`config.mk`:
```
export PLATFORM = sky130hd
export DESIGN_NAME = qzt_ram
export DESIGN_NICKNAME = d
export VERILOG_FILES = /design/src/rtl/core/qzt_ram.sv
export SDC_FILE = /design/constraint.sdc
export NUM_CORES = 1
export LEC_CHECK = 0
export BUFFER_PORTS_ARGS = -buffer_cell sky130_fd_sc_hd__buf_4
export CAP_MARGIN = 20
export CORE_ASPECT_RATIO = 1.2
export CORE_UTILIZATION = 30
export DETAILED_ROUTE_END_ITERATION = 8
export MAX_ROUTING_LAYER = met4
export PLACE_DENSITY = 0.45
export SKIP_CTS_REPAIR_TIMING = 1
export SLEW_MARGIN = 20
export SYNTH_ARGS = -nofsm -noshare
export SYNTH_HDL_FRONTEND = slang
export SYNTH_SLANG_ARGS = --single-unit
export TNS_END_PERCENT = 5
```
`constraint.sdc`:
```
create_clock -name clk -period 5.1 [get_ports clk]
set_clock_uncertainty 0.15 [all_clocks]
set_input_delay 0.765 -clock clk [delete_from_list [all_inputs] [get_ports clk]]
set_output_delay 0.765 -clock clk [all_outputs]
set_load 0.02 [all_outputs]
```
`src/rtl/core/qzt_ram.sv`:
```
// qzt_ram: generic single-port write, single-port read ram, registered read
// no dependencies
module qzt_ram #(
  parameter int Width = 8,
  parameter int Depth = 32
) (
  input  logic                     clk,
  input  logic                     we,
  input  logic [$clog2(Depth)-1:0] waddr,
  input  logic [Width-1:0]         wdata,
  input  logic [$clog2(Depth)-1:0] raddr,
  output logic [Width-1:0]         rdata
);
  logic [Width-1:0] mem [Depth];

  always_ff @(posedge clk) begin
    if (we) begin
      mem[waddr] <= wdata;
    end
    rdata <= mem[raddr];
  end
endmodule

```
# Word level (Yosys, flattened, before mapping)
# Memories as Yosys holds them, arrays and structs flattened. A register that Yosys moved wholly into a read port is not among the register bits.
# Index checks and enable logic that the tools add are counted.
[word_totals]
input_bits = 20
memories = 1
mem_bits_rw = 256
register_bits = 0
[mem_list]
columns = ["memory", "words", "word_bits", "rd", "rd_clocked_by_memory_dff", "write_ports", "line_no", "text"]
rows = [
  ["mem", 32, 8, 1, 1, 1, "14", "logic [Width-1:0] mem [Depth];"],
]
[classes]
n_mux = 2
[ops]
columns = ["operator", "n"]
rows = [
  ["two-way mux 1 bit", 2],
]

# Logic depth before layout (Yosys ltp)
[depth]
depth_word = 2
ltp_mapped = 5
mapped_depth_nobuf = 3

# Least setup slack after synthesis
# No wires, ideal clock.
[synth_path]
path_type = "input -> register"
startpoint = "in raddr[2]"
endpoint = "reg rdata[0], read port of mem"
path_slack_ns = 2.383
setup_time_ns = 0.121
path_buffers = 2
stages = 5
arrival_time_ns = 2.447
required_time_ns = 4.829
path_cell_list = "clkbuf_1 -> clkbuf_1 -> mux4_2 -> mux4_2 -> mux2_2"
[synth_lines]
columns = ["item", "line_no", "text"]
rows = [
  ["start: declaration", "11", "input logic [$clog2(Depth)-1:0] raddr,"],
  ["end: declaration", "12", "output logic [Width-1:0] rdata"],
]

==> qor.yml <==
run_status:
  failed_checks: "design-rule violations"
  status: "complete, but fails checks"
finish:
  layout-drive-gt1-share: 0.338
  fin_cells: 920
  nNetsFinal: 472
  area_growth_pct: 14.9
  num_antenna_cells: 0
synth:
  ys_warn_count: 0
  synth_common_cells: "edfxtp_1 (256), mux4_2 (80), nor2_1 (33)"
  synth_seq_cells: 264
  synth_edf_count: 256
  syn_avg_cell_area_um2: 24.1
  synth.distinct_cells: 15
  ys_seq_area_frac: 0.781
  netlist_area_um2: 10100
  async_reset_ff_frac: 0
  synth_area_leaders: "edfxtp_1 (76%), mux4_2 (18%), dfxtp_1 (1.6%), nor2_1 (1.2%), mux2_2 (0.90%)"
  synth.most_common_cell: "edfxtp_1"
  synth_top_area_share: 0.765
  synth_top_area_cell: "edfxtp_1"
  synthesis.nets: 437
  postSynthCellCount: 417
  synth_flop_cell: "edfxtp_1"
place:
  port_buffers: 27
  dp_hpwl_um: 14000
  dpl.cell_count: 875
  routabilityCongestion: 0.745
clock_tree:
  cts.sinks: 264
  clock_path_buffers: 3
  insertion_delay_ns: 0.52
  clkTransAtPathRegs_ns: 0.07
  cts_root_buf: "clkbuf_16"
  cts_max_level: 1
  cts_buffers: 25
  cts_tree: "yes"
pwr:
  p_leak_nw: 3.52
  clkPwrFrac: 0.410
  p_comb_frac: 0.054
  p_switching_mw: 0.927
  ir_worst_vdd_uv: 244
  power_density_nw_per_um2: 392
  pwr-share-seq: 0.536
  switching_share: 0.205
  power.internal_mw: 3.60
critical_path:
  path_cells: "buf_4 > buf_12 > mux4_2 > mux4_2 > mux2_2"
  r2r_cells: 3
  path_class: "in -> reg"
  startpoint_type: "primary input"
  critPathTopFamily: "multiplexers"
  path_buf_inv: 2
  endpoint_kind: "register"
  cp.depth: 5
  worst_path_most_repeated_cell: "mux4_2"
  crit_slowest_cell: "mux4_2"
  worst_ep_required_time_ns: 5.36
  worst_ep_arrival_time_ns: 3.17
  worst_path_largest_cell_delay_ns: 0.59
  worstPathMaxFanout: 36
sta:
  maxSlewViolCount: 0
  fin_crit_sh: 0.571
  relSlewSlack: 0.335
  tightest_slew_ns: 0.998
  rsz0062_at_grt: "no"
  fmax_mhz: 343
  tns_ns: 0
  hold_viol: 0
  layout_min_cycle_time_ns: 2.91
  final-setup-viol-count: 0
drt:
  vias: 4319
  drtIter0Drc: 319
  firstDrtPassIters: 8
  wl_um: 22300
  routedWlPerCell_um: 24.3
  drc: 4
  ant_nets: 0
  vias_per_cell: 4.69
floorplanning:
  design.core.area_um2: 33100
  dieArea_um2: 34300
  io_pins: 28
  die_h_um: 203
  start_util: 0.304
  die_x_um: 169
  fp-row-count: 73
global_routing:
  grt_remaining_overflow: 0
  first_global_vias: 4657
  grt.total_usage: 0.140
  grt_pass1_wl_um: 33000
  grt_max_degree: 65
  antenna_found_initial: 0
worst_hold_path:
  hp-class: "in -> reg"
  holdPathStages: 2
flow_run:
  drv_cap: 0
==> state kept, by name, summed over array words and instances, names as in the netlist <==
signal	cells
mem	256
rdata	8
==> cell usage in the layout, fill, tap and decap left out <==
cell,instances
edfxtp_1,256
mux4_2,80
nor2_1,33
buf_4,27
clkbuf_16,25
clkinv_2,9
mux2_2,8
dfxtp_1,8
nand3b_1,5
clkbuf_1,4
or3b_2,3
bufinv_16,3
nand3_1,2
clkbuf_8,2
nand2_1,1
or3_1,1
clkinv_4,1
clkinv_1,1
buf_12,1
==> kinds of logic (layout without fill, tap and decap cells) <==
family / count (synthesis) / in the layout / synth area share
flops: 264 / 264 / 0.781
mux: 88 / 88 / 0.188
simple gates: 45 / 45 / 0.0207
buf+inv: 20 / 73 / 0.0106
==> metrics by stage <==
step | setup slack [ns] | util | hold slack [ns] | area (um2) | total power, mW
after floorplan | 2.38 | - | 0.714 | 10100 | 2.60
after global placement | 1.58 | 0.325 | 0.739 | 10700 | 2.72
after detailed placement | 1.57 | 0.325 | 0.743 | 10700 | 2.73
after CTS | 2.13 | 0.349 | 0.459 | 11500 | 4.58
after global routing | 2.05 | 0.349 | 0.472 | 11500 | 4.66
final | 2.19 | 0.349 | 0.478 | 11500 | 4.53
==> power groups by stage <==
stage / clock network (mW) / registers (mW) / logic [mW]
after floorplan: 0 / 2.48 / 0.129
after global placement: 0 / 2.47 / 0.248
after detailed placement: 0 / 2.47 / 0.253
after CTS: 1.90 / 2.43 / 0.253
after global routing: 1.97 / 2.43 / 0.264
final: 1.86 / 2.43 / 0.245
==> final cells by class <==
cell class              count  area, um2
fillers                  3099      21500
flip-flops and latches    264       7850
multi-input cells         133       2100
clock buffers              31        668
well taps                 450        563
repair buffers             28        223
clock inverters            14        148
==> worst paths after layout <==
path               from        to  slack, ns
min reg2reg  mem[31][0]  rdata[0]       0.76
min            raddr[3]  rdata[0]       0.48
max            raddr[0]  rdata[5]       2.19
max reg2reg  mem[21][1]  rdata[1]       3.11
==> per-layer routing <==
metal,vias to the layer above,GRT usage,part of all wire
met2,105,0.223,0.49
met1,2346,0.190,0.45
met3,28,0.0183,0.051
li1,1840,-,-
met4,0,0.0373,0.015
met5,-,-,0
(Power assumes the default switching activity.)
