`src/rtl/core/qzt_pkg.sv`:
```
// qzt_pkg: shared types, opcodes and sizes for the quad zone trigger table
// no dependencies
package qzt_pkg;

  localparam int NumSlots = 32;
  localparam int IdxW     = $clog2(NumSlots);
  // packed slot word: corners x, corners z, band, kind
  localparam int SlotW    = 64 + 64 + 8 + 8;

  typedef enum logic [2:0] {
    OP_CLEAR    = 3'd0,
    OP_WRITE    = 3'd1,
    OP_DEACT    = 3'd2,
    OP_READ     = 3'd3,
    OP_CHECK    = 3'd4,
    OP_MARK     = 3'd5,
    OP_MARK_DR  = 3'd6,
    OP_NOP      = 3'd7
  } opcode_t;

  typedef struct packed {
    logic [2:0]         opcode;
    logic [5:0]         slot_index;
    logic [63:0]        corners_x;
    logic [63:0]        corners_z;
    logic [7:0]         zone_band;
    logic [7:0]         zone_type;
    logic               zone_active;
    logic               zone_entered;
    logic signed [15:0] point_x;
    logic signed [15:0] point_z;
    logic [7:0]         point_band;
  } req_t;

  typedef struct packed {
    logic        status;
    logic        hit_found;
    logic [5:0]  hit_index;
    logic [63:0] read_corners_x;
    logic [63:0] read_corners_z;
    logic [7:0]  read_band;
    logic [7:0]  read_type;
    logic        read_active;
    logic        read_entered;
  } rsp_t;

  // one edge cross product sign: 2 bits, nonzero and negative
  typedef struct packed {
    logic nz;
    logic neg;
  } csign_t;

endpackage

```
`src/rtl/core/qzt_edge.sv`:
```
// qzt_edge: one edge cross product sign, exact in 35 bits, one register stage
// depends on qzt_pkg
module qzt_edge (
  input  logic               clk,
  input  logic signed [15:0] ax,
  input  logic signed [15:0] az,
  input  logic signed [15:0] bx,
  input  logic signed [15:0] bz,
  input  logic signed [15:0] px,
  input  logic signed [15:0] pz,
  output qzt_pkg::csign_t    sgn
);
  logic signed [16:0] ex, ez, dx, dz;
  logic signed [33:0] p0_r, p1_r;
  logic signed [34:0] cr;

  assign ex = 17'(bx) - 17'(ax);
  assign ez = 17'(bz) - 17'(az);
  assign dx = 17'(px) - 17'(ax);
  assign dz = 17'(pz) - 17'(az);

  // products registered before the subtract
  always_ff @(posedge clk) begin
    p0_r <= ex * dz;
    p1_r <= ez * dx;
  end

  assign cr      = 35'(p0_r) - 35'(p1_r);
  assign sgn.nz  = (cr != '0);
  assign sgn.neg = cr[34];
endmodule

```
`config.mk`:
```
export PLATFORM = sky130hd
export DESIGN_NAME = qzt_edge
export DESIGN_NICKNAME = d
export VERILOG_FILES = /design/src/rtl/core/qzt_pkg.sv /design/src/rtl/core/qzt_edge.sv
export SDC_FILE = /design/constraint.sdc
export NUM_CORES = 2
export LEC_CHECK = 0
export ABC_CLOCK_PERIOD_IN_PS = 8700
export BUFFER_PORTS_ARGS = -buffer_cell sky130_fd_sc_hd__buf_2
export CELL_PAD_IN_SITES_DETAIL_PLACEMENT = 1
export CELL_PAD_IN_SITES_GLOBAL_PLACEMENT = 2
export CORE_MARGIN = 1
export CORE_UTILIZATION = 37
export CTS_CLUSTER_SIZE = 8
export DETAILED_ROUTE_END_ITERATION = 8
export GPL_ROUTABILITY_DRIVEN = 0
export PLACE_DENSITY_LB_ADDON = 0.1
export SLEW_MARGIN = 20
export SYNTH_ARGS = -nofsm -noshare
export SYNTH_HDL_FRONTEND = slang
export SYNTH_SLANG_ARGS = --single-unit
export TNS_END_PERCENT = 20
```
`constraint.sdc`:
```
create_clock -name clk -period 8.7 [get_ports clk]
set_input_delay 0.87 -clock clk [delete_from_list [all_inputs] [get_ports clk]]
set_output_delay 0.87 -clock clk [all_outputs]
set_load 0.03 [all_outputs]
```
[Word level (Yosys, flattened, before mapping)]
Cells that the tools add are included.
W data, S select, Z words.
Storage, ports and cells
  bits in latches: 0
  register bits after elaboration: 68
  memories: 0
  memory bits (read-only): 0
  memory bits (writable): 0
  logic and storage cells: 10
Operators by class
  reduce and logical (&&, ||, !) cells: 1
  div/mod/pow operators: 0
  $mul: 2
  bitwise logic cells: 0
  shift-type cells: 0
  add/sub/neg operators: 5
  magnitude comparators: 0
  eq/ne operators: 0
  mux-type cells: 0
Operator list (count)
  $mul A17 B17 Y34: 2
  $sub A16 B16 Y17: 4
  $reduce_bool A35 Y1: 1
  $sub A34 B34 Y35: 1

[Depth between registers and ports, before layout]
  depth in word-level cells: 2
  depth in mapped cells: 39
  mapped depth without buffers: 39

[Least setup slack after synthesis]
OpenSTA, ideal clock, no wires.
  kind: input to register
  start: input bz[0]
  end: register p1_r[32]
  library setup time: 72 ps
  setup slack: -462 ps
  stages: 37
  arrival time: 9090 ps
  required time: 8628 ps
  cell sequence: inv_1 ha_1 inv_1 fa_1 a21o_1 a21oi_1 o21ai_0 a31oi_1 nor2b_1 o21a_1 o211a_1 o21a_1 o21ai_0 a31o_2 clkbuf_1 nand2_1 fa_1 fa_1 inv_1 fa_1 fa_1 fa_1 inv_1 fa_1 inv_1 ha_1 a21o_1 a21o_1 a21oi_1 o211ai_1 or3_1 o211a_1 o21a_1 o21ai_0 nand2b_1 a21oi_1 xnor2_1
On the way
  longest elaborated chain between the ends: 2
RTL lines
  start, declared: RTL line qzt_edge.sv:8  | input logic signed [15:0] bz,
  $sub A16 B16 Y17: RTL line qzt_edge.sv:18  | assign ez = 17'(bz) - 17'(az);
  $mul A17 B17 Y34: RTL line qzt_edge.sv:25  | p1_r <= ez * dx;
  end signal, assigned: RTL line qzt_edge.sv:25
  end, declared: RTL line qzt_edge.sv:14  | logic signed [33:0] p0_r, p1_r;
No other way between the ends.

[Final worst setup path]
Same ends and word-level chain as after synthesis.

==> results.txt <==
CTS Buffer Depth: 2
Post-synthesis cell count: 3166
Post-synth top area share: 43.6%
Unique cell type count in the Yosys netlist: 68
Core outline area: 73200 µm²
Failing checks: DRC
Number of cell rows: 99
Synth area leader: fa_1
Global-route wire length before repair: 153000 µm
CP arrival: 8.96 ns
CP Capture Type: flip-flop
Mapped Avg Cell Area: 8.67 µm²
EDFF count, synth: 0
Root Driver: clkbuf_16
Non-Filler Cell Area, Final: 34100 µm²
Synth Warn #: 0
Initial antenna violation count: 2
Top FF cell, synth: dfxtp_1
Crit path launch type: input pin
Clock slew at reported path FFs: 0.06 ns
Setup CP Type: input pin to flip-flop
Fin worst setup slack: 0.0406 ns
Ports: 99
Htree depth: 3
DRT antenna net count: 0
TritonCTS Sinks: 68
Dpl ws: -0.869 ns
Post-synth top cells: inv_1 (748), fa_1 (598), nand2_1 (354)
1st-iter DRT viols: 1108
# nets final: 4676
F_max: 115 MHz
DPL Wire Length: 89100 µm
Vias: 23500
Port Buffer Count: 98
WHS: 1.07 ns
CTS tree: done
Async set or reset register ratio after synthesis: 0%
Largest net degree at the start of global routing: 19
Crit path largest cell delay: 0.55 ns
Final Max Slew Viols: 0
Grt total ovfl: 0
CP max FO: 4
Fin Setup TNS: 0 ns
Cell with the most instances after synthesis: inv_1
Worst path bufs/invs: 7
Delay-heaviest family, CP: adder cells
Worst EP required: 9.00 ns
Die X: 274 µm
Mapped Nets: 4128
Part of the Yosys area used for sequential elements: 4.96%
Die footprint: 75300 µm²
Post-route minimum period: 8.66 ns
DP Area: 32800 µm²
Vias in the first global route: 26700
Dominant cells by area after synthesis: fa_1 (44%), ha_1 (12%), inv_1 (10%)
Fin crit share: 99.5%
Synthesized flop and latch total: 68
Slew margin rel.: 27.8%
Drt first pass iters: 7
Slowest CP cell: fa_1
Die span in y: 274 µm
Outcome: finished, violations left
Initial core utilization: 37.5%
Hold Fails Final Rpt: 0
Cts bufs inserted: 9
Routed length per instance: 21.2 µm
WL final: 99400 µm
DRC Markers: 5
Max-cap violations: 0
Synth-to-layout area growth: 24.1%
GRT Total Usage: 27.2%
DR vias/cell: 5.02
Layout cells sized above 1: 20.9%
Most used cell, CP: fa_1
Worst hold path class: input pin to flip-flop
Post-CTS Hold Buffers: 0
Post-Syn Area: 27500 µm²
RSZ-0062 raised after global routing: yes
Final setup vio count: 0
Worst-Margin Slew: 1.08 ns
## per-layer routing
layer	track usage (%)	part of all wire (%)	vias up
li1	-	-	10700
met1	37.5	45	12100
met2	43.9	46	541
met3	4.12	5.3	153
met4	8.41	3.3	0
met5	0	0	-
## registers in the layout, indices dropped and copies added, names as in the netlist
signal  cells
p0_r       34
p1_r       34
## cells by family after synthesis
| kind of cell | count (synthesis) | synth area share (%) |
|---|---|---|
| flops | 68 | 4.96 |
| fa+ha+maj | 865 | 55.8 |
| simple gates | 902 | 14.5 |
| xor+xnor | 157 | 5.01 |
| mux | 6 | 0.232 |
| compound gates | 355 | 8.38 |
| buf+inv | 813 | 11.1 |
## final timing paths
kind | startpoint | endpoint | depth (start not counted)
worst max-delay path | bz[0] | p1_r[32]$_DFF_P_ | 38
worst min-delay path | az[0] | p0_r[0]$_DFF_P_ | 3
## per-stage QoR
stage          std cells  utilization, %
5_1_grt             4679            46.5
2_1_floorplan       3166               -
3_3_place_gp        4635            44.9
4_1_cts             4661            45.6
3_5_place_dp        4635            44.9
6_report            4679            46.5
## area by class of cell
cell class | count | area (µm²)
fillers | 8697 | 39100
multi-input cells | 2285 | 23800
repair buffers | 602 | 4600
inverters | 748 | 2810
flip-flops and latches | 68 | 1360
well taps | 959 | 1200
clock buffers | 10 | 239
clock inverters | 6 | 71.3
diodes | 1 | 2.50
## cell usage in the layout (no fill, tap or decap), types with 7 or more instances in the layout
| cell | Yosys | final |
|---|---|---|
| buf_2 | 2 | 96 |
| nor2b_1 | 46 | 45 |
| nand2_2 | 0 | 7 |
| o21ai_0 | 71 | 49 |
| clkbuf_16 | 0 | 9 |
| xor2_1 | 47 | 44 |
| xnor2_1 | 110 | 102 |
| or3_1 | 11 | 11 |
| a21o_1 | 45 | 45 |
| ha_4 | 0 | 11 |
| inv_2 | 0 | 12 |
| a21oi_1 | 104 | 82 |
| or2_2 | 16 | 16 |
| nand4_1 | 12 | 12 |
| and3_1 | 10 | 8 |
| buf_6 | 0 | 13 |
| a31oi_1 | 11 | 7 |
| fa_2 | 0 | 11 |
| o211ai_1 | 8 | 8 |
| buf_12 | 0 | 21 |
| fa_1 | 598 | 587 |
| nor2_2 | 0 | 7 |
| ha_1 | 267 | 254 |
| o21a_1 | 22 | 21 |
| nand3_1 | 33 | 32 |
| a21oi_2 | 0 | 20 |
| nand2b_1 | 35 | 34 |
| buf_4 | 0 | 470 |
| nor3_1 | 38 | 36 |
| nor2_1 | 291 | 281 |
| o21ai_1 | 3 | 13 |
| and2_1 | 33 | 33 |
| o21ai_2 | 0 | 11 |
| inv_1 | 748 | 735 |
| nand2_1 | 354 | 345 |
| dfxtp_1 | 68 | 68 |
| o21bai_1 | 12 | 12 |
## repair_timing
item	CTS	global route
setup buffers	10	17
gates cloned	0	1
pin swaps	23	74
setup endpoints to repair	15	19
resized for setup	52	122
Power is left out: the tool's default activity adds up to more than one toggle a clock period on the data nets, which glitch-free logic cannot reach.
